==> src/rtl/ihcb_pkg.sv <==
// Shared types and constants of the IPv4 header check and build unit.
`timescale 1ns / 1ps
package ihcb_pkg;

  // Header geometry and fixed field values
  localparam int unsigned HDR_WORDS       = 10;
  localparam int unsigned WORD_IDX_W      = 4;
  localparam logic [15:0] LINK_HDR_BYTES  = 16'd14;
  localparam logic [7:0]  PROTO_TCP       = 8'h06;
  localparam logic [7:0]  PROTO_UDP       = 8'h11;
  localparam logic [7:0]  TTL_VALUE       = 8'd64;
  localparam logic [7:0]  VER_IHL         = 8'((4 << 4) + 5);
  localparam logic [15:0] FLAGS_DF        = 16'((1 << 6) << 8);
  localparam logic [15:0] SUM_PASS        = 16'hFFFF;
  localparam logic [15:0] SUM_ZERO        = 16'h0000;
  // Raw sum of nine 16-bit terms fits in 20 bits
  localparam int unsigned RAW_SUM_W       = 20;
  localparam int unsigned QUEUE_DEPTH_DEF = 4;

  // Input function codes
  typedef enum logic {
    FUNC_RX = 1'b0,
    FUNC_TX = 1'b1
  } func_e;

  // Result kinds
  typedef enum logic {
    KIND_RX = 1'b0,
    KIND_TX = 1'b1
  } kind_e;

  // Receive verdicts
  typedef enum logic [1:0] {
    VERDICT_TCP       = 2'd0,
    VERDICT_UDP       = 2'd1,
    VERDICT_DROP_PROT = 2'd2,
    VERDICT_DROP_CSUM = 2'd3
  } verdict_e;

  // One queued command from front to back
  typedef struct packed {
    kind_e                  kind;
    verdict_e               verdict;
    logic                   warn;
    logic [15:0]            total_len;
    logic [15:0]            ident;
    logic [7:0]             proto;
    logic [31:0]            src;
    logic [31:0]            dst;
    logic [RAW_SUM_W-1:0]   raw_sum;
  } cmd_t;

endpackage

==> src/rtl/ihcb_if.sv <==
// Valid/ready channel interfaces for the input and result streams.
`timescale 1ns / 1ps
interface ihcb_in_if;
  logic        valid;
  logic        ready;
  logic        func;
  logic [15:0] rx_word;
  logic [15:0] frame_length;
  logic        upper_protocol;
  logic [31:0] source_address;
  logic [31:0] destination_address;

  modport source (
    output valid, func, rx_word, frame_length, upper_protocol,
           source_address, destination_address,
    input  ready
  );
  modport sink (
    input  valid, func, rx_word, frame_length, upper_protocol,
           source_address, destination_address,
    output ready
  );
endinterface

interface ihcb_out_if;
  logic        valid;
  logic        ready;
  logic        result_kind;
  logic [1:0]  verdict;
  logic        zero_sum_warning;
  logic [15:0] header_word;
  logic        word_last;

  modport source (
    output valid, result_kind, verdict, zero_sum_warning, header_word, word_last,
    input  ready
  );
  modport sink (
    input  valid, result_kind, verdict, zero_sum_warning, header_word, word_last,
    output ready
  );
endinterface

==> src/rtl/ihcb_front.sv <==
// Front end: takes input transfers, runs the receive checksum and queues commands.
`timescale 1ns / 1ps
module ihcb_front import ihcb_pkg::*; (
  input  logic        clk_i,
  input  logic        rst_ni,
  ihcb_in_if.sink     in_i,
  input  logic        q_ready_i,
  output logic        q_push_o,
  output cmd_t        q_cmd_o
);

  logic [15:0]           ident_q, ident_d;
  logic [15:0]           rx_sum_q, rx_sum_d;
  logic [WORD_IDX_W-1:0] rx_cnt_q, rx_cnt_d;
  logic [7:0]            rx_prot_q, rx_prot_d;

  logic                  fire;
  logic                  is_tx;
  logic                  last_word;
  logic [16:0]           sum_wide;
  logic [15:0]           sum_new;
  verdict_e              verdict;
  logic                  warn;
  logic [7:0]            tx_proto;
  logic [15:0]           tx_len;
  logic [RAW_SUM_W-1:0]  tx_raw;

  assign in_i.ready = q_ready_i;
  assign fire       = in_i.valid && in_i.ready;
  assign is_tx      = (in_i.func == FUNC_TX);
  assign last_word  = (rx_cnt_q == WORD_IDX_W'(HDR_WORDS - 1));

  // Ones' complement add of the incoming word
  assign sum_wide = {1'b0, rx_sum_q} + {1'b0, in_i.rx_word};
  assign sum_new  = sum_wide[15:0] + {15'd0, sum_wide[16]};

  // Verdict on the tenth word
  always_comb begin
    warn    = 1'b0;
    verdict = VERDICT_DROP_CSUM;
    if (sum_new == SUM_PASS || sum_new == SUM_ZERO) begin
      warn = (sum_new == SUM_ZERO);
      if (rx_prot_q == PROTO_TCP) begin
        verdict = VERDICT_TCP;
      end else if (rx_prot_q == PROTO_UDP) begin
        verdict = VERDICT_UDP;
      end else begin
        verdict = VERDICT_DROP_PROT;
      end
    end
  end

  // Transmit header fields and the raw (unfolded) sum of all words but the checksum
  assign tx_proto = in_i.upper_protocol ? PROTO_UDP : PROTO_TCP;
  assign tx_len   = in_i.frame_length - LINK_HDR_BYTES;
  assign tx_raw   = RAW_SUM_W'({VER_IHL, 8'h00})
                  + RAW_SUM_W'(tx_len)
                  + RAW_SUM_W'(ident_q)
                  + RAW_SUM_W'(FLAGS_DF)
                  + RAW_SUM_W'({TTL_VALUE, tx_proto})
                  + RAW_SUM_W'(in_i.source_address[31:16])
                  + RAW_SUM_W'(in_i.source_address[15:0])
                  + RAW_SUM_W'(in_i.destination_address[31:16])
                  + RAW_SUM_W'(in_i.destination_address[15:0]);

  // Command to the queue
  assign q_push_o = fire && (is_tx || last_word);
  always_comb begin
    q_cmd_o           = '0;
    q_cmd_o.kind      = is_tx ? KIND_TX : KIND_RX;
    q_cmd_o.verdict   = is_tx ? VERDICT_TCP : verdict;
    q_cmd_o.warn      = is_tx ? 1'b0 : warn;
    q_cmd_o.total_len = tx_len;
    q_cmd_o.ident     = ident_q;
    q_cmd_o.proto     = tx_proto;
    q_cmd_o.src       = in_i.source_address;
    q_cmd_o.dst       = in_i.destination_address;
    q_cmd_o.raw_sum   = tx_raw;
  end

  // Receive and identification state update
  always_comb begin
    ident_d   = ident_q;
    rx_sum_d  = rx_sum_q;
    rx_cnt_d  = rx_cnt_q;
    rx_prot_d = rx_prot_q;
    if (fire) begin
      if (is_tx) begin
        ident_d = ident_q + 16'd1;
      end else if (last_word) begin
        rx_sum_d  = '0;
        rx_cnt_d  = '0;
        rx_prot_d = '0;
      end else begin
        rx_sum_d = sum_new;
        rx_cnt_d = rx_cnt_q + WORD_IDX_W'(1);
        if (rx_cnt_q == WORD_IDX_W'(4)) begin
          rx_prot_d = in_i.rx_word[7:0];
        end
      end
    end
  end

  always_ff @(posedge clk_i or negedge rst_ni) begin
    if (!rst_ni) begin
      ident_q   <= '0;
      rx_sum_q  <= '0;
      rx_cnt_q  <= '0;
      rx_prot_q <= '0;
    end else begin
      ident_q   <= ident_d;
      rx_sum_q  <= rx_sum_d;
      rx_cnt_q  <= rx_cnt_d;
      rx_prot_q <= rx_prot_d;
    end
  end

endmodule

==> src/rtl/ihcb_fifo.sv <==
// Short command queue between front end and back end.
`timescale 1ns / 1ps
module ihcb_fifo import ihcb_pkg::*; #(
  parameter int unsigned DEPTH = QUEUE_DEPTH_DEF
) (
  input  logic clk_i,
  input  logic rst_ni,
  input  logic push_i,
  input  cmd_t data_i,
  output logic ready_o,
  output logic valid_o,
  input  logic pop_i,
  output cmd_t data_o
);

  localparam int unsigned PTR_W = (DEPTH > 1) ? $clog2(DEPTH) : 1;
  localparam int unsigned CNT_W = $clog2(DEPTH + 1);

  cmd_t             mem_q [DEPTH];
  logic [PTR_W-1:0] wr_ptr_q, wr_ptr_d;
  logic [PTR_W-1:0] rd_ptr_q, rd_ptr_d;
  logic [CNT_W-1:0] cnt_q, cnt_d;
  logic             do_push;
  logic             do_pop;

  assign ready_o = (cnt_q != CNT_W'(DEPTH));
  assign valid_o = (cnt_q != '0);
  assign data_o  = mem_q[rd_ptr_q];
  assign do_push = push_i && ready_o;
  assign do_pop  = pop_i && valid_o;

  // Pointer and fill count update
  always_comb begin
    wr_ptr_d = wr_ptr_q;
    rd_ptr_d = rd_ptr_q;
    cnt_d    = cnt_q;
    if (do_push) begin
      wr_ptr_d = (wr_ptr_q == PTR_W'(DEPTH - 1)) ? '0 : wr_ptr_q + PTR_W'(1);
    end
    if (do_pop) begin
      rd_ptr_d = (rd_ptr_q == PTR_W'(DEPTH - 1)) ? '0 : rd_ptr_q + PTR_W'(1);
    end
    if (do_push && !do_pop) begin
      cnt_d = cnt_q + CNT_W'(1);
    end else if (do_pop && !do_push) begin
      cnt_d = cnt_q - CNT_W'(1);
    end
  end

  always_ff @(posedge clk_i or negedge rst_ni) begin
    if (!rst_ni) begin
      wr_ptr_q <= '0;
      rd_ptr_q <= '0;
      cnt_q    <= '0;
    end else begin
      wr_ptr_q <= wr_ptr_d;
      rd_ptr_q <= rd_ptr_d;
      cnt_q    <= cnt_d;
    end
  end

  // Entry storage
  always_ff @(posedge clk_i) begin
    if (do_push) begin
      mem_q[wr_ptr_q] <= data_i;
    end
  end

endmodule

==> src/rtl/ihcb_back.sv <==
// Back end: finishes the checksum and emits verdicts and header words.
`timescale 1ns / 1ps
module ihcb_back import ihcb_pkg::*; (
  input  logic        clk_i,
  input  logic        rst_ni,
  input  logic        q_valid_i,
  input  cmd_t        q_cmd_i,
  output logic        q_pop_o,
  ihcb_out_if.source  out_o
);

  logic                  busy_q, busy_d;
  logic [WORD_IDX_W-1:0] idx_q, idx_d;
  cmd_t                  cmd_q;
  logic [15:0]           csum_q;

  logic                  fire;
  logic                  last;
  logic [16:0]           fold1;
  logic [15:0]           fold2;
  logic [15:0]           word;

  assign last    = (cmd_q.kind == KIND_RX) || (idx_q == WORD_IDX_W'(HDR_WORDS - 1));
  assign fire    = busy_q && out_o.ready;
  assign q_pop_o = q_valid_i && (!busy_q || (fire && last));

  // End-around fold of the raw sum
  assign fold1 = {1'b0, q_cmd_i.raw_sum[15:0]}
               + 17'(q_cmd_i.raw_sum[RAW_SUM_W-1:16]);
  assign fold2 = fold1[15:0] + {15'd0, fold1[16]};

  // Header word select
  always_comb begin
    unique case (idx_q)
      4'd0:    word = {VER_IHL, 8'h00};
      4'd1:    word = cmd_q.total_len;
      4'd2:    word = cmd_q.ident;
      4'd3:    word = FLAGS_DF;
      4'd4:    word = {TTL_VALUE, cmd_q.proto};
      4'd5:    word = csum_q;
      4'd6:    word = cmd_q.src[31:16];
      4'd7:    word = cmd_q.src[15:0];
      4'd8:    word = cmd_q.dst[31:16];
      4'd9:    word = cmd_q.dst[15:0];
      default: word = '0;
    endcase
  end

  assign out_o.valid            = busy_q;
  assign out_o.result_kind      = cmd_q.kind;
  assign out_o.verdict          = cmd_q.verdict;
  assign out_o.zero_sum_warning = cmd_q.warn;
  assign out_o.header_word      = (cmd_q.kind == KIND_TX) ? word : 16'd0;
  assign out_o.word_last        = last;

  // Sequencing over the words of one command
  always_comb begin
    busy_d = busy_q;
    idx_d  = idx_q;
    if (q_pop_o) begin
      busy_d = 1'b1;
      idx_d  = '0;
    end else if (fire && last) begin
      busy_d = 1'b0;
    end else if (fire) begin
      idx_d = idx_q + WORD_IDX_W'(1);
    end
  end

  always_ff @(posedge clk_i or negedge rst_ni) begin
    if (!rst_ni) begin
      busy_q <= 1'b0;
      idx_q  <= '0;
    end else begin
      busy_q <= busy_d;
      idx_q  <= idx_d;
    end
  end

  // Command payload and checksum
  always_ff @(posedge clk_i) begin
    if (q_pop_o) begin
      cmd_q  <= q_cmd_i;
      csum_q <= ~fold2;
    end
  end

endmodule

==> src/rtl/ipv4_header_check_and_build_unit.sv <==
// Top level of the IPv4 header check and build unit.
//
// Usage:
//   in_i carries one item per transfer. func = 0 feeds one received header
//   word (big-endian); every tenth such word closes a header and yields one
//   verdict result. func = 1 requests a transmit header and yields ten
//   header word results, word_last set on the tenth.
//   out_o carries results; result_kind tells verdicts from header words.
// Timing: a result is presented once its command has passed the queue and
//   then the back end's command register. A transmit header streams one
//   word per cycle while out_o.ready stays high.
// Throughput: receive words are taken one per cycle while the queue has room.
//   The back end emits one result per cycle while out_o.ready is high, and
//   each transmit request takes ten of them; the command queue (QUEUE_DEPTH entries) absorbs bursts.
// Stalls: when out_o.ready is low the current result holds; in_i keeps
//   taking items until the queue is full, then in_i.ready drops.
// Reset: asynchronous, active low. Clears the receive sum, word count and
//   protocol, the identification counter, the queue and the back end's sequencer.
`timescale 1ns / 1ps
module ipv4_header_check_and_build_unit import ihcb_pkg::*; #(
  parameter int unsigned QUEUE_DEPTH = QUEUE_DEPTH_DEF
) (
  input  logic       clk_i,
  input  logic       rst_ni,
  ihcb_in_if.sink    in_i,
  ihcb_out_if.source out_o
);

  logic q_push;
  logic q_ready;
  logic q_valid;
  logic q_pop;
  cmd_t q_wr_cmd;
  cmd_t q_rd_cmd;

  ihcb_front u_front (
    .clk_i     (clk_i),
    .rst_ni    (rst_ni),
    .in_i      (in_i),
    .q_ready_i (q_ready),
    .q_push_o  (q_push),
    .q_cmd_o   (q_wr_cmd)
  );

  ihcb_fifo #(
    .DEPTH (QUEUE_DEPTH)
  ) u_fifo (
    .clk_i   (clk_i),
    .rst_ni  (rst_ni),
    .push_i  (q_push),
    .data_i  (q_wr_cmd),
    .ready_o (q_ready),
    .valid_o (q_valid),
    .pop_i   (q_pop),
    .data_o  (q_rd_cmd)
  );

  ihcb_back u_back (
    .clk_i     (clk_i),
    .rst_ni    (rst_ni),
    .q_valid_i (q_valid),
    .q_cmd_i   (q_rd_cmd),
    .q_pop_o   (q_pop),
    .out_o     (out_o)
  );

  // A verdict is always a single, last result with no header word
  a_verdict_single: assert property (@(posedge clk_i) disable iff (!rst_ni)
    (out_o.valid && out_o.result_kind == KIND_RX) |->
      (out_o.word_last && out_o.header_word == 16'd0))
    else $error("verdict result without word_last or with a header word");

  // Transmit words carry no verdict and no warning
  a_tx_clean: assert property (@(posedge clk_i) disable iff (!rst_ni)
    (out_o.valid && out_o.result_kind == KIND_TX) |->
      (out_o.verdict == VERDICT_TCP && !out_o.zero_sum_warning))
    else $error("transmit word with verdict or warning set");

  // A non-final transmit transfer is followed by another transmit word
  a_tx_continues: assert property (@(posedge clk_i) disable iff (!rst_ni)
    (out_o.valid && out_o.ready && out_o.result_kind == KIND_TX && !out_o.word_last) |=>
      (out_o.valid && out_o.result_kind == KIND_TX))
    else $error("transmit header interrupted");

  // The front end never pushes into a full queue
  a_no_overflow: assert property (@(posedge clk_i) disable iff (!rst_ni)
    q_push |-> q_ready)
    else $error("command queue overflow");

endmodule
==> src/flat_wrapper.sv <==
// flat-port wrapper written by rule: the top's interface ports become plain ports
module ipv4_header_check_and_build_unit_flat import ihcb_pkg::*;
#(
  parameter int unsigned QUEUE_DEPTH = QUEUE_DEPTH_DEF
)
  (clk_i, rst_ni, in_i_valid, in_i_func, in_i_rx_word, in_i_frame_length, in_i_upper_protocol, in_i_source_address, in_i_destination_address, in_i_ready, out_o_valid, out_o_result_kind, out_o_verdict, out_o_zero_sum_warning, out_o_header_word, out_o_word_last, out_o_ready);
  ihcb_in_if in_i_i ();
  ihcb_out_if out_o_i ();
  input  logic clk_i;
  input  logic rst_ni;
  input wire logic [$bits(in_i_i.valid)-1:0] in_i_valid;
  input wire logic [$bits(in_i_i.func)-1:0] in_i_func;
  input wire logic [$bits(in_i_i.rx_word)-1:0] in_i_rx_word;
  input wire logic [$bits(in_i_i.frame_length)-1:0] in_i_frame_length;
  input wire logic [$bits(in_i_i.upper_protocol)-1:0] in_i_upper_protocol;
  input wire logic [$bits(in_i_i.source_address)-1:0] in_i_source_address;
  input wire logic [$bits(in_i_i.destination_address)-1:0] in_i_destination_address;
  output wire logic [$bits(in_i_i.ready)-1:0] in_i_ready;
  output wire logic [$bits(out_o_i.valid)-1:0] out_o_valid;
  output wire logic [$bits(out_o_i.result_kind)-1:0] out_o_result_kind;
  output wire logic [$bits(out_o_i.verdict)-1:0] out_o_verdict;
  output wire logic [$bits(out_o_i.zero_sum_warning)-1:0] out_o_zero_sum_warning;
  output wire logic [$bits(out_o_i.header_word)-1:0] out_o_header_word;
  output wire logic [$bits(out_o_i.word_last)-1:0] out_o_word_last;
  input wire logic [$bits(out_o_i.ready)-1:0] out_o_ready;
  assign in_i_i.valid = in_i_valid;
  assign in_i_i.func = in_i_func;
  assign in_i_i.rx_word = in_i_rx_word;
  assign in_i_i.frame_length = in_i_frame_length;
  assign in_i_i.upper_protocol = in_i_upper_protocol;
  assign in_i_i.source_address = in_i_source_address;
  assign in_i_i.destination_address = in_i_destination_address;
  assign in_i_ready = in_i_i.ready;
  assign out_o_valid = out_o_i.valid;
  assign out_o_result_kind = out_o_i.result_kind;
  assign out_o_verdict = out_o_i.verdict;
  assign out_o_zero_sum_warning = out_o_i.zero_sum_warning;
  assign out_o_header_word = out_o_i.header_word;
  assign out_o_word_last = out_o_i.word_last;
  assign out_o_i.ready = out_o_ready;
  ipv4_header_check_and_build_unit #(.QUEUE_DEPTH(QUEUE_DEPTH)) u_core (.clk_i(clk_i), .rst_ni(rst_ni), .in_i(in_i_i), .out_o(out_o_i));
endmodule
==> config.mk <==
export PLATFORM = sky130hd
export DESIGN_NAME = ipv4_header_check_and_build_unit_flat
export DESIGN_NICKNAME = d
export VERILOG_FILES = /design/src/rtl/ihcb_pkg.sv /design/src/rtl/ihcb_if.sv /design/src/rtl/ihcb_front.sv /design/src/rtl/ihcb_fifo.sv /design/src/rtl/ihcb_back.sv /design/src/rtl/ipv4_header_check_and_build_unit.sv /design/src/flat_wrapper.sv
export SDC_FILE = /design/constraint.sdc
export NUM_CORES = 1
export LEC_CHECK = 0
export ABC_AREA = 0
export BUFFER_PORTS_ARGS = -buffer_cell sky130_fd_sc_hd__clkbuf_2
export CAP_MARGIN = 10
export CORE_ASPECT_RATIO = 0.6
export CORE_MARGIN = 1
export CORE_UTILIZATION = 67
export CTS_BUF_LIST = sky130_fd_sc_hd__clkbuf_8
export CTS_CLUSTER_SIZE = 12
export DETAILED_ROUTE_END_ITERATION = 6
export GPL_TIMING_DRIVEN = 0
export PLACE_DENSITY = 0.86
export REMOVE_ABC_BUFFERS = 1
export SYNTH_ARGS = -nofsm -noshare
export SYNTH_HDL_FRONTEND = slang
export SYNTH_SLANG_ARGS = --single-unit
==> constraint.sdc <==
create_clock -name clk_i -period 13.5 [get_ports clk_i]
set_clock_uncertainty 0.15 [all_clocks]
set_input_delay 0.675 -clock clk_i [delete_from_list [all_inputs] [get_ports clk_i]]
set_output_delay 0.675 -clock clk_i [all_outputs]
set_load 0.01 [all_outputs]
==> summary.md, run 1 <==
| Metric | Value |
|---|---|
| Flops & latches, synth | 658 |
| Placed cell areas | 0.0310 mm² |
| RSZ-0062 raised after global routing | no |
| DRT iter0 DRCs | 2310 |
| First-pass GRT wire length | 101000 µm |
| Mean Syn Cell Area | 17.0 µm² |
| Grt ovf | 0 |
| Yosys cell types | 83 |
| # nets final | 2140 |
| Crit share post-route | 51.2% |
| Hold Path Class | input port to flip-flop |
| Die W | 272 µm |
| Non-filler instance count after layout | 2542 |
| Status | finished with violations |
| Hold path depth | 2 |
| Die Ht | 164 µm |
| Rows | 58 |
| Register area share after synthesis | 66.6% |
| Crit path max-delay cell type | nor3_1 |
| R2R setup slack | 6.59 ns |
| Clk buf depth | 3 |
| Top delay family on crit path | simple AND/OR/NAND/NOR gates |
| CTS Buf Count | 88 |
| Cts repair resizes | 0 |
| Fill count | 2249 |
| Critical path arrival | 7.10 ns |
| Tot GR Track Use | 31.4% |
| # DRC | 2 |
| Vias per inst | 6.47 |
| Post-synth top area share | 61.8% |
| Vias | 16.5k |
| Synthesized area | 0.0293 mm² |
| Clk Latency, worst-skew pair | 0.67 ns |
| CP Launch Type | flip-flop |
| Synth top cells by count | edfxtp_1 (602), inv_1 (144), mux4_2 (121) |
| Placed Instances | 2380 |
| Crit path max fanout | 8 |
| Share of cells above drive strength 1 | 21.6% |
| Sequential Area | 0.0195 mm² |
| Slowest stage delay, CP | 0.71 ns |
| Multi-input combinational cell area | 0.00906 mm² |
| TNS Setup | 0 ns |
| Worst hold slack | 0.0974 ns |
| Post-DP HPWL | 46100 µm |
| Initial antenna violation count | 1 |
| Final hold viol count | 0 |
| Largest net degree at the start of global routing | 59 |
| Wire per inst | 26.6 µm |
| Synth Warn # | 0 |
| Final instance area | 0.0327 mm² |
| Maxcap violations | 0 |
| Synth top area cells | edfxtp_1 (62%), mux4_2 (9.3%), dfrtp_1 (4.8%) |
| FF-to-FF Start | u_core.u_front.rx_sum_q[0] |
| Area leader, netlist | edfxtp_1 |
| Die area | 0.0445 mm² |
| Violated checks | DRC |
| Number of global-route vias before repair | 16.6k |
| Setup-failing EPs final | 0 |
| Worst reg2reg path depth | 21 |
| Power Density | 240 mW/mm² |
| Diodes inserted | 0 |
| Min Clock Period, post-route | 6.91 ns |
| Worst ir drop on vdd | 187 µV |
| Antenna Nets Post-Route | 0 |
| Hold EP | u_core.u_front.rx_prot_q[3] |
| CTS tree | built |
| Worst R2R End | u_core.u_fifo.mem_q[1][123] |
| Relative slew slack | 10.2% |
| Final Max Tran Viols | 0 |
| Port Buffers | 124 |
| Hold path startpoint | in_i_rx_word[3] |
| Post-Synthesis Cells | 1716 |
| Routability cong. | 0.926 |
| CP bufs+invs | 1 |
| Core ar. | 0.0425 mm² |
| Cells along the critical path | ha_1 -> inv_1 -> fa_1 -> nand2b_2 -> a21oi_2 -> o21a_1 -> a21boi_0 -> o21ai_0 -> o21ai_0 -> nand2b_1 -> ha_1 -> nor2b_1 -> o2111ai_1 -> a2111o_1 -> nor4_4 -> o21ai_2 -> a2111oi_2 -> xnor2_1 -> and4bb_1 -> and4_1 -> nor3_1 |
| Critical path class | flip-flop to flip-flop |
| WP data required | 13.69 ns |
| Post-synth EDFFs | 602 |
| CTS Sinks | 658 |
| H-tree depth | 3 |
| Pre-antenna DRT Iters | 7 |
| Routed WL | 67600 µm |
| Root Driver | clkbuf_8 |
| Top-count cell post-synth | edfxtp_1 |
| Crit. End Element | flip-flop |
| Leakage power | 11.8 nW |
| Top FF cell, synth | edfxtp_1 |
| Initial Util | 68.9% |
| Postcts setup bufs | 0 |
| Top Ports | 125 |
| FFs w/ async S/R, synth | 8.51% |
| Clock transition at the registers of the reported paths | 0.08 ns |
| P&R area growth vs syn | 11.8% |
| Achievable Freq | 145 MHz |
| Slew of the pin with the lowest slew margin | 1.35 ns |
[timing repair]
item                       CTS  global route
hold buffers                 1             0
hold endpoints to repair    11             0
setup endpoints to repair    0             0
[flip-flops by register name, summed over array words and instances (netlist names)]
| signal | flops |
|---|---|
| u_core.u_fifo.mem_q | 484 |
| u_core.u_back.cmd_q | 98 |
| u_core.u_back.csum_q | 16 |
| u_core.u_front.ident_q | 16 |
| u_core.u_front.rx_sum_q | 16 |
| u_core.u_front.rx_prot_q | 8 |
| u_core.u_back.idx_q | 4 |
| u_core.u_front.rx_cnt_q | 4 |
| u_core.u_fifo.cnt_q | 3 |
| u_core.u_back.out_o.verdict | 2 |
| u_core.u_fifo.rd_ptr_q | 2 |
| u_core.u_fifo.wr_ptr_q | 2 |
| u_core.u_back.out_o.result_kind | 1 |
| u_core.u_back.out_o.valid | 1 |
| u_core.u_back.out_o.zero_sum_warning | 1 |
[power by group]
part / total [W] / internal, W / switching (W)
combinational: 0.00319 / 0.00129 / 0.00189
clock: 0.00145 / 0.000714 / 0.000738
sequential: 0.00321 / 0.00300 / 0.000202
[final cells by class]
| type | count | area share, % |
|---|---|---|
| well taps | 570 | 2.18 |
| clock buffers | 92 | 3.87 |
| inverters | 144 | 1.65 |
| clock inverters | 69 | 1.25 |
| flip-flops and latches | 658 | 59.6 |
| multi-input cells | 858 | 27.7 |
| repair buffers | 151 | 3.78 |
[per-layer routing]
| metal | track usage, % | up-vias | wire (µm) |
|---|---|---|---|
| met1 | 46.3 | 8312 | 27200 |
| li1 | - | 7030 | - |
| met3 | 10.1 | 115 | 8490 |
| met4 | 8.91 | 0 | 1560 |
| met2 | 45.7 | 994 | 30400 |
| met5 | 0 | - | 0 |
[worst max path at each step]
stage	start	end	depth (start not counted)
after floorplan	u_core.u_back.idx_q[1]	u_core.u_fifo.cnt_q[1]	11
after global placement	u_core.u_back.idx_q[3]	u_core.u_fifo.cnt_q[1]	10
after detailed placement	in_i_rx_word[0]	u_core.u_fifo.mem_q[2][123]	22
after CTS	u_core.u_front.rx_sum_q[0]	u_core.u_fifo.mem_q[1][123]	21
after global routing	u_core.u_front.rx_sum_q[0]	u_core.u_fifo.mem_q[1][123]	21
final	u_core.u_front.rx_sum_q[0]	u_core.u_fifo.mem_q[1][123]	21
[cell usage in the layout, fill, tap and decap left out, drive strengths merged, types with 9 or more instances in the layout]
master,netlist,layout
a21o,14,14
a21oi,33,33
a222oi,12,12
a22o,20,20
a22oi,30,30
a31oi,19,19
and2,13,13
and3,10,10
buf,25,26
clkbuf,31,216
clkinv,0,28
dfrtp,56,56
edfxtp,602,602
fa,69,69
ha,68,68
inv,144,179
mux4,121,121
nand2,66,66
nand2b,10,10
nand3,22,22
nor2,48,48
nor2b,9,9
nor3,21,21
nor3b,9,9
nor4,10,10
o21ai,37,37
xnor2,66,66
xor2,33,33
[kinds of logic (layout without fill, tap and decap cells)]
group	after synthesis	count (layout)	synth area share (%)
xor gates and xnor gates	100	100	3.04
AOI/OAI and AO/OA	224	224	5.50
adders and majority gates	137	137	7.63
and+or+nand+nor	265	265	4.90
DFF	658	658	66.6
muxes	132	132	9.72
buffers and inverters	200	456	2.62
[stage by stage]
stage          setup slack [ns]  utilization (%)  power, W
3_3_place_gp              0.636             71.5   0.00632
5_1_grt                    6.24             77.1   0.00821
6_report                   6.59             77.1   0.00784
2_1_floorplan              4.73                -   0.00545
4_1_cts                    6.78             77.0   0.00780
3_5_place_dp               6.37             73.1   0.00636
Power figures use the tool's default switching activity.
==> run 2, diff against run 1 <==
--- a/config.mk
+++ b/config.mk
@@ -5,17 +5,17 @@
 export SDC_FILE = /design/constraint.sdc
 export NUM_CORES = 1
 export LEC_CHECK = 0
-export ABC_AREA = 0
+export ABC_AREA = 1
 export BUFFER_PORTS_ARGS = -buffer_cell sky130_fd_sc_hd__clkbuf_2
 export CAP_MARGIN = 10
 export CORE_ASPECT_RATIO = 0.6
 export CORE_MARGIN = 1
-export CORE_UTILIZATION = 67
+export CORE_UTILIZATION = 58
 export CTS_BUF_LIST = sky130_fd_sc_hd__clkbuf_8
 export CTS_CLUSTER_SIZE = 12
 export DETAILED_ROUTE_END_ITERATION = 6
 export GPL_TIMING_DRIVEN = 0
-export PLACE_DENSITY = 0.86
+export PLACE_DENSITY = 0.79
 export REMOVE_ABC_BUFFERS = 1
 export SYNTH_ARGS = -nofsm -noshare
 export SYNTH_HDL_FRONTEND = slang
==> constraint.sdc (replaced) <==
create_clock -name clk_i -period 6.1 [get_ports clk_i]
set_clock_uncertainty 0.15 [all_clocks]
set_input_delay 0.305 -clock clk_i [delete_from_list [all_inputs] [get_ports clk_i]]
set_output_delay 0.305 -clock clk_i [all_outputs]
set_load 0.01 [all_outputs]
==> summary.md, run 2 <==
| Metric | Value |
|---|---|
| Status | completed (was finished with violations) |
| Setup-failing EPs final | 0 (unchanged) |
| FF-to-FF Start | u_core.u_fifo.rd_ptr_q[1] (was u_core.u_front.rx_sum_q[0]) |
| Wire per inst | 22.5 µm (was 26.6 µm) |
| Final hold viol count | 0 (unchanged) |
| First-pass GRT wire length | 119000 µm (was 101000 µm) |
| Initial antenna violation count | 3 (was 1) |
| DR top layer | met4 (unchanged) |
| Vias per inst | 6.00 (was 6.47) |
| Mean Syn Cell Area | 11.8 µm² (was 17.0 µm²) |
| DR WL met3 | 9620 µm (was 8490 µm) |
| Commonest non-fill, non-tap cell in the layout | edfxtp_1 (unchanged) |
| Cell repeated most along the worst path | fa_1 |
| Top Ports | 125 (unchanged) |
| Min Clock Period, post-route | 5.83 ns |
| Worst R2R End | u_core.u_back.csum_q[12] (was u_core.u_fifo.mem_q[1][123]) |
| Clock transition at the registers of the reported paths | 0.07 ns (was 0.08 ns) |
| CTS Buf Count | 92 (was 88) |
| P&R area growth vs syn | 15.9% (was 11.8%) |
| CP Launch Type | input port (was flip-flop) |
| Largest Register | u_core.u_fifo.mem_q (unchanged) |
| Routability cong. | 0.938 (was 0.926) |
| Worst Setup EP | u_core.u_fifo.mem_q[0][17] (was u_core.u_fifo.mem_q[1][123]) |
| Final Max Tran Viols | 0 (unchanged) |
| Core ar. | 0.0512 mm² (was 0.0425 mm²) |
| Biggest regs | u_core.u_fifo.mem_q (484), u_core.u_back.cmd_q (98) (unchanged) |
| # DRC | 0 (was 2) |
| DRT iter0 DRCs | 2450 (was 2310) |
| Power Density | 512 mW/mm² (was 240 mW/mm²) |
| Critical Path Start | in_i_frame_length[4] (was u_core.u_front.rx_sum_q[0]) |
| FFs w/ async S/R, synth | 8.51% (unchanged) |
| Crit path max fanout | 5 (was 8) |
| Largest net degree at the start of global routing | 123 (was 59) |
| Total power | 0.0180 W (was 0.00784 W) |
| Post-synth top area share | 59.6% (was 61.8%) |
| Die area | 0.0532 mm² (was 0.0445 mm²) |
| Crit path max-delay cell type | fa_1 (was nor3_1) |
| Synth top area cells | edfxtp_1 (60%), dfrtp_1 (4.6%), fa_1 (4.6%) (was edfxtp_1 (62%), mux4_2 (9.3%), dfrtp_1 (4.8%)) |
| Yosys cell types | 58 (was 83) |
| Top-count cell post-synth | edfxtp_1 (unchanged) |
| Die Ht | 179 µm (was 164 µm) |
| Pre-antenna DRT Iters | 6 (was 7) |
| Leakage power | 13.6 nW (was 11.8 nW) |
| Root Driver | clkbuf_8 (unchanged) |
| Maxcap violations | 0 (unchanged) |
| Post-Route M1 WL | 32400 µm (was 27200 µm) |
| Post-Synthesis Cells | 2567 (was 1716) |
| R2R setup slack | 0.40 ns (was 6.59 ns) |
| Post-DP HPWL | 50800 µm (was 46100 µm) |
| Number of global-route vias before repair | 21.4k (was 16.6k) |
| Cells along the critical path | dlygate4sd3_1 -> clkbuf_2 -> nor2_1 -> inv_1 -> nor3_4 -> xnor2_1 -> fa_1 -> fa_1 -> fa_1 -> fa_1 -> inv_1 -> ha_1 -> nand2_1 -> o21ai_1 -> a21boi_0 -> o21ai_0 -> nand2_1 -> o211ai_1 -> nand2_1 (was ha_1 -> inv_1 -> fa_1 -> nand2b_2 -> a21oi_2 -> o21a_1 -> a21boi_0 -> o21ai_0 -> o21ai_0 -> nand2b_1 -> ha_1 -> nor2b_1 -> o2111ai_1 -> a2111o_1 -> nor4_4 -> o21ai_2 -> a2111oi_2 -> xnor2_1 -> and4bb_1 -> and4_1 -> nor3_1) |
| Max FFs per register | 484 (unchanged) |
| Top FF cell, synth | edfxtp_1 (unchanged) |
| Flops & latches, synth | 658 (unchanged) |
| Critical path arrival | 6.06 ns (was 7.10 ns) |
| Crit. End Element | flip-flop (unchanged) |
| Clk buf depth | 3 (unchanged) |
| Hold Path Class | input port to asynchronous set/reset pin (was input port to flip-flop) |
| RSZ-0062 raised after global routing | no (unchanged) |
| Port Buffers | 124 (unchanged) |
| Tot GR Track Use | 29.7% (was 31.4%) |
| WP data required | 6.33 ns (was 13.69 ns) |
| Synthesized area | 0.0303 mm² (was 0.0293 mm²) |
| Initial Util | 59.2% (was 68.9%) |
| Share of cells above drive strength 1 | 13.7% (was 21.6%) |
| Area leader, netlist | edfxtp_1 (unchanged) |
| Synth top cells by count | edfxtp_1 (602), nand2_1 (322), nor2_1 (296) (was edfxtp_1 (602), inv_1 (144), mux4_2 (121)) |
| CTS tree | built (unchanged) |
| Slowest stage delay, CP | 0.54 ns (was 0.71 ns) |
| # nets final | 3069 (was 2140) |
| Slew of the pin with the lowest slew margin | 1.23 ns (was 1.35 ns) |
| Critical path class | input port to flip-flop (was flip-flop to flip-flop) |
| Worst hold slack | 0.0440 ns (was 0.0974 ns) |
| Relative slew slack | 17.6% (was 10.2%) |
| Clk Latency, worst-skew pair | 0.68 ns (was 0.67 ns) |
| Vias | 21.6k (was 16.5k) |
| Achievable Freq | 171 MHz |
| Worst reg2reg path depth | 26 (was 21) |
| Register area share after synthesis | 64.2% (was 66.6%) |
| Crit share post-route | 95.7% |
| WL met2 | 37000 µm (was 30400 µm) |
| Die W | 297 µm (was 272 µm) |
| CTS Sinks | 658 (unchanged) |
| Synth Warn # | 0 (unchanged) |
| H-tree depth | 3 (unchanged) |
| Grt ovf | 0 (unchanged) |
| Rows | 64 (was 58) |
| Post-synth EDFFs | 602 (unchanged) |
| Antenna Nets Post-Route | 0 (unchanged) |
| Worst ir drop on vdd | 319 µV (was 187 µV) |
| Routed WL | 80900 µm (was 67600 µm) |
| Commonest non-fill, non-tap cells in the layout | edfxtp_1 (602), nand2_1 (322), inv_1 (295) (was edfxtp_1 (602), inv_1 (175), clkbuf_2 (123)) |
## run 2: through the flow
stage | util, % | worst slack, ns | std cells | cell area [µm²] | setup TNS (ns)
2_1_floorplan | - | -2.55 | 2474 | 29900 | -640.96
3_3_place_gp | 61.3 | -7.96 | 3291 | 31400 | -3871.95
3_5_place_dp | 63.1 | -0.814 | 3328 | 32300 | -11.73
4_1_cts | 68.2 | 0.0304 | 3588 | 35000 | 0
5_1_grt | 68.6 | 0.0281 | 3597 | 35100 | 0
6_report | 68.6 | 0.265 | 3597 | 35100 | 0
## run 2: metal layers
layer,up-vias,GRT usage [%]
met5,-,0
met4,0,8.85
met3,149,6.58
met2,1311,47.2
met1,10600,41.5
li1,9524,-
## run 2: timing repair
item                       4_1_cts  5_1_grt
gates resized for setup          3        5
setup endpoints to repair       17       17
hold endpoints to repair       404        0
cloned                           1        4
buffers inserted                 0        3
hold buffers                    93        0
## run 2: power breakdown
part           leakage [nW]  total (W)  internal, W  switching (W)
sequential             6.14    0.00703      0.00663       0.000400
combinational          6.48    0.00773      0.00244        0.00529
clock                 0.982    0.00323      0.00155        0.00168
## run 2: final cells by class
class	instances	area, µm²
tap	693	867
inverter	289	1120
multi-input combinational	1527	9410
clock inverter	70	369
antenna	2	5.00
timing repair buffer	260	2530
fill	3521	16100
timing repair inverter	2	20.0
sequential	658	19500
clock buffer	96	1320
## run 2: critical path, delay by kind of cell
family | cells | cell delay [ns]
xor gates and xnor gates | 1 | 0.26
AOI/OAI and AO/OA | 4 | 1.27
and+or+nand+nor | 5 | 0.98
adders and majority gates | 5 | 2.42
buffers and inverters | 4 | 0.81
## run 2: kinds of logic (layout without fill, tap and decap cells)
logic type,count (synthesis),in the layout,synth area share [%]
AO/OA/AOI/OAI,477,477,8.85
XOR/XNOR,64,64,1.98
adder cells (fa/ha/maj),137,137,7.36
buffers and inverters,382,717,4.95
flip-flops,658,658,64.2
multiplexers,2,2,0.0743
other,0,2,0
AND/OR/NAND/NOR,847,847,12.5
## run 2: worst min path at each step
stage / slack, ns / end / cells past startpoint / startpoint
finish: 0.04 / u_core.u_fifo.rd_ptr_q[0] / 3 / rst_ni
global route: 0.05 / u_core.u_front.rx_sum_q[1] / 3 / rst_ni
floorplan: -0.14 / u_core.u_back.idx_q[0] / 0 / rst_ni
detailed placement: 0.21 / u_core.u_front.rx_sum_q[1] / 2 / rst_ni
CTS: 0.008 / u_core.u_fifo.mem_q[0][109] / 3 / in_i_frame_length[2]
global placement: 0.33 / u_core.u_front.rx_sum_q[7] / 2 / u_core.u_front.rx_sum_q[7]
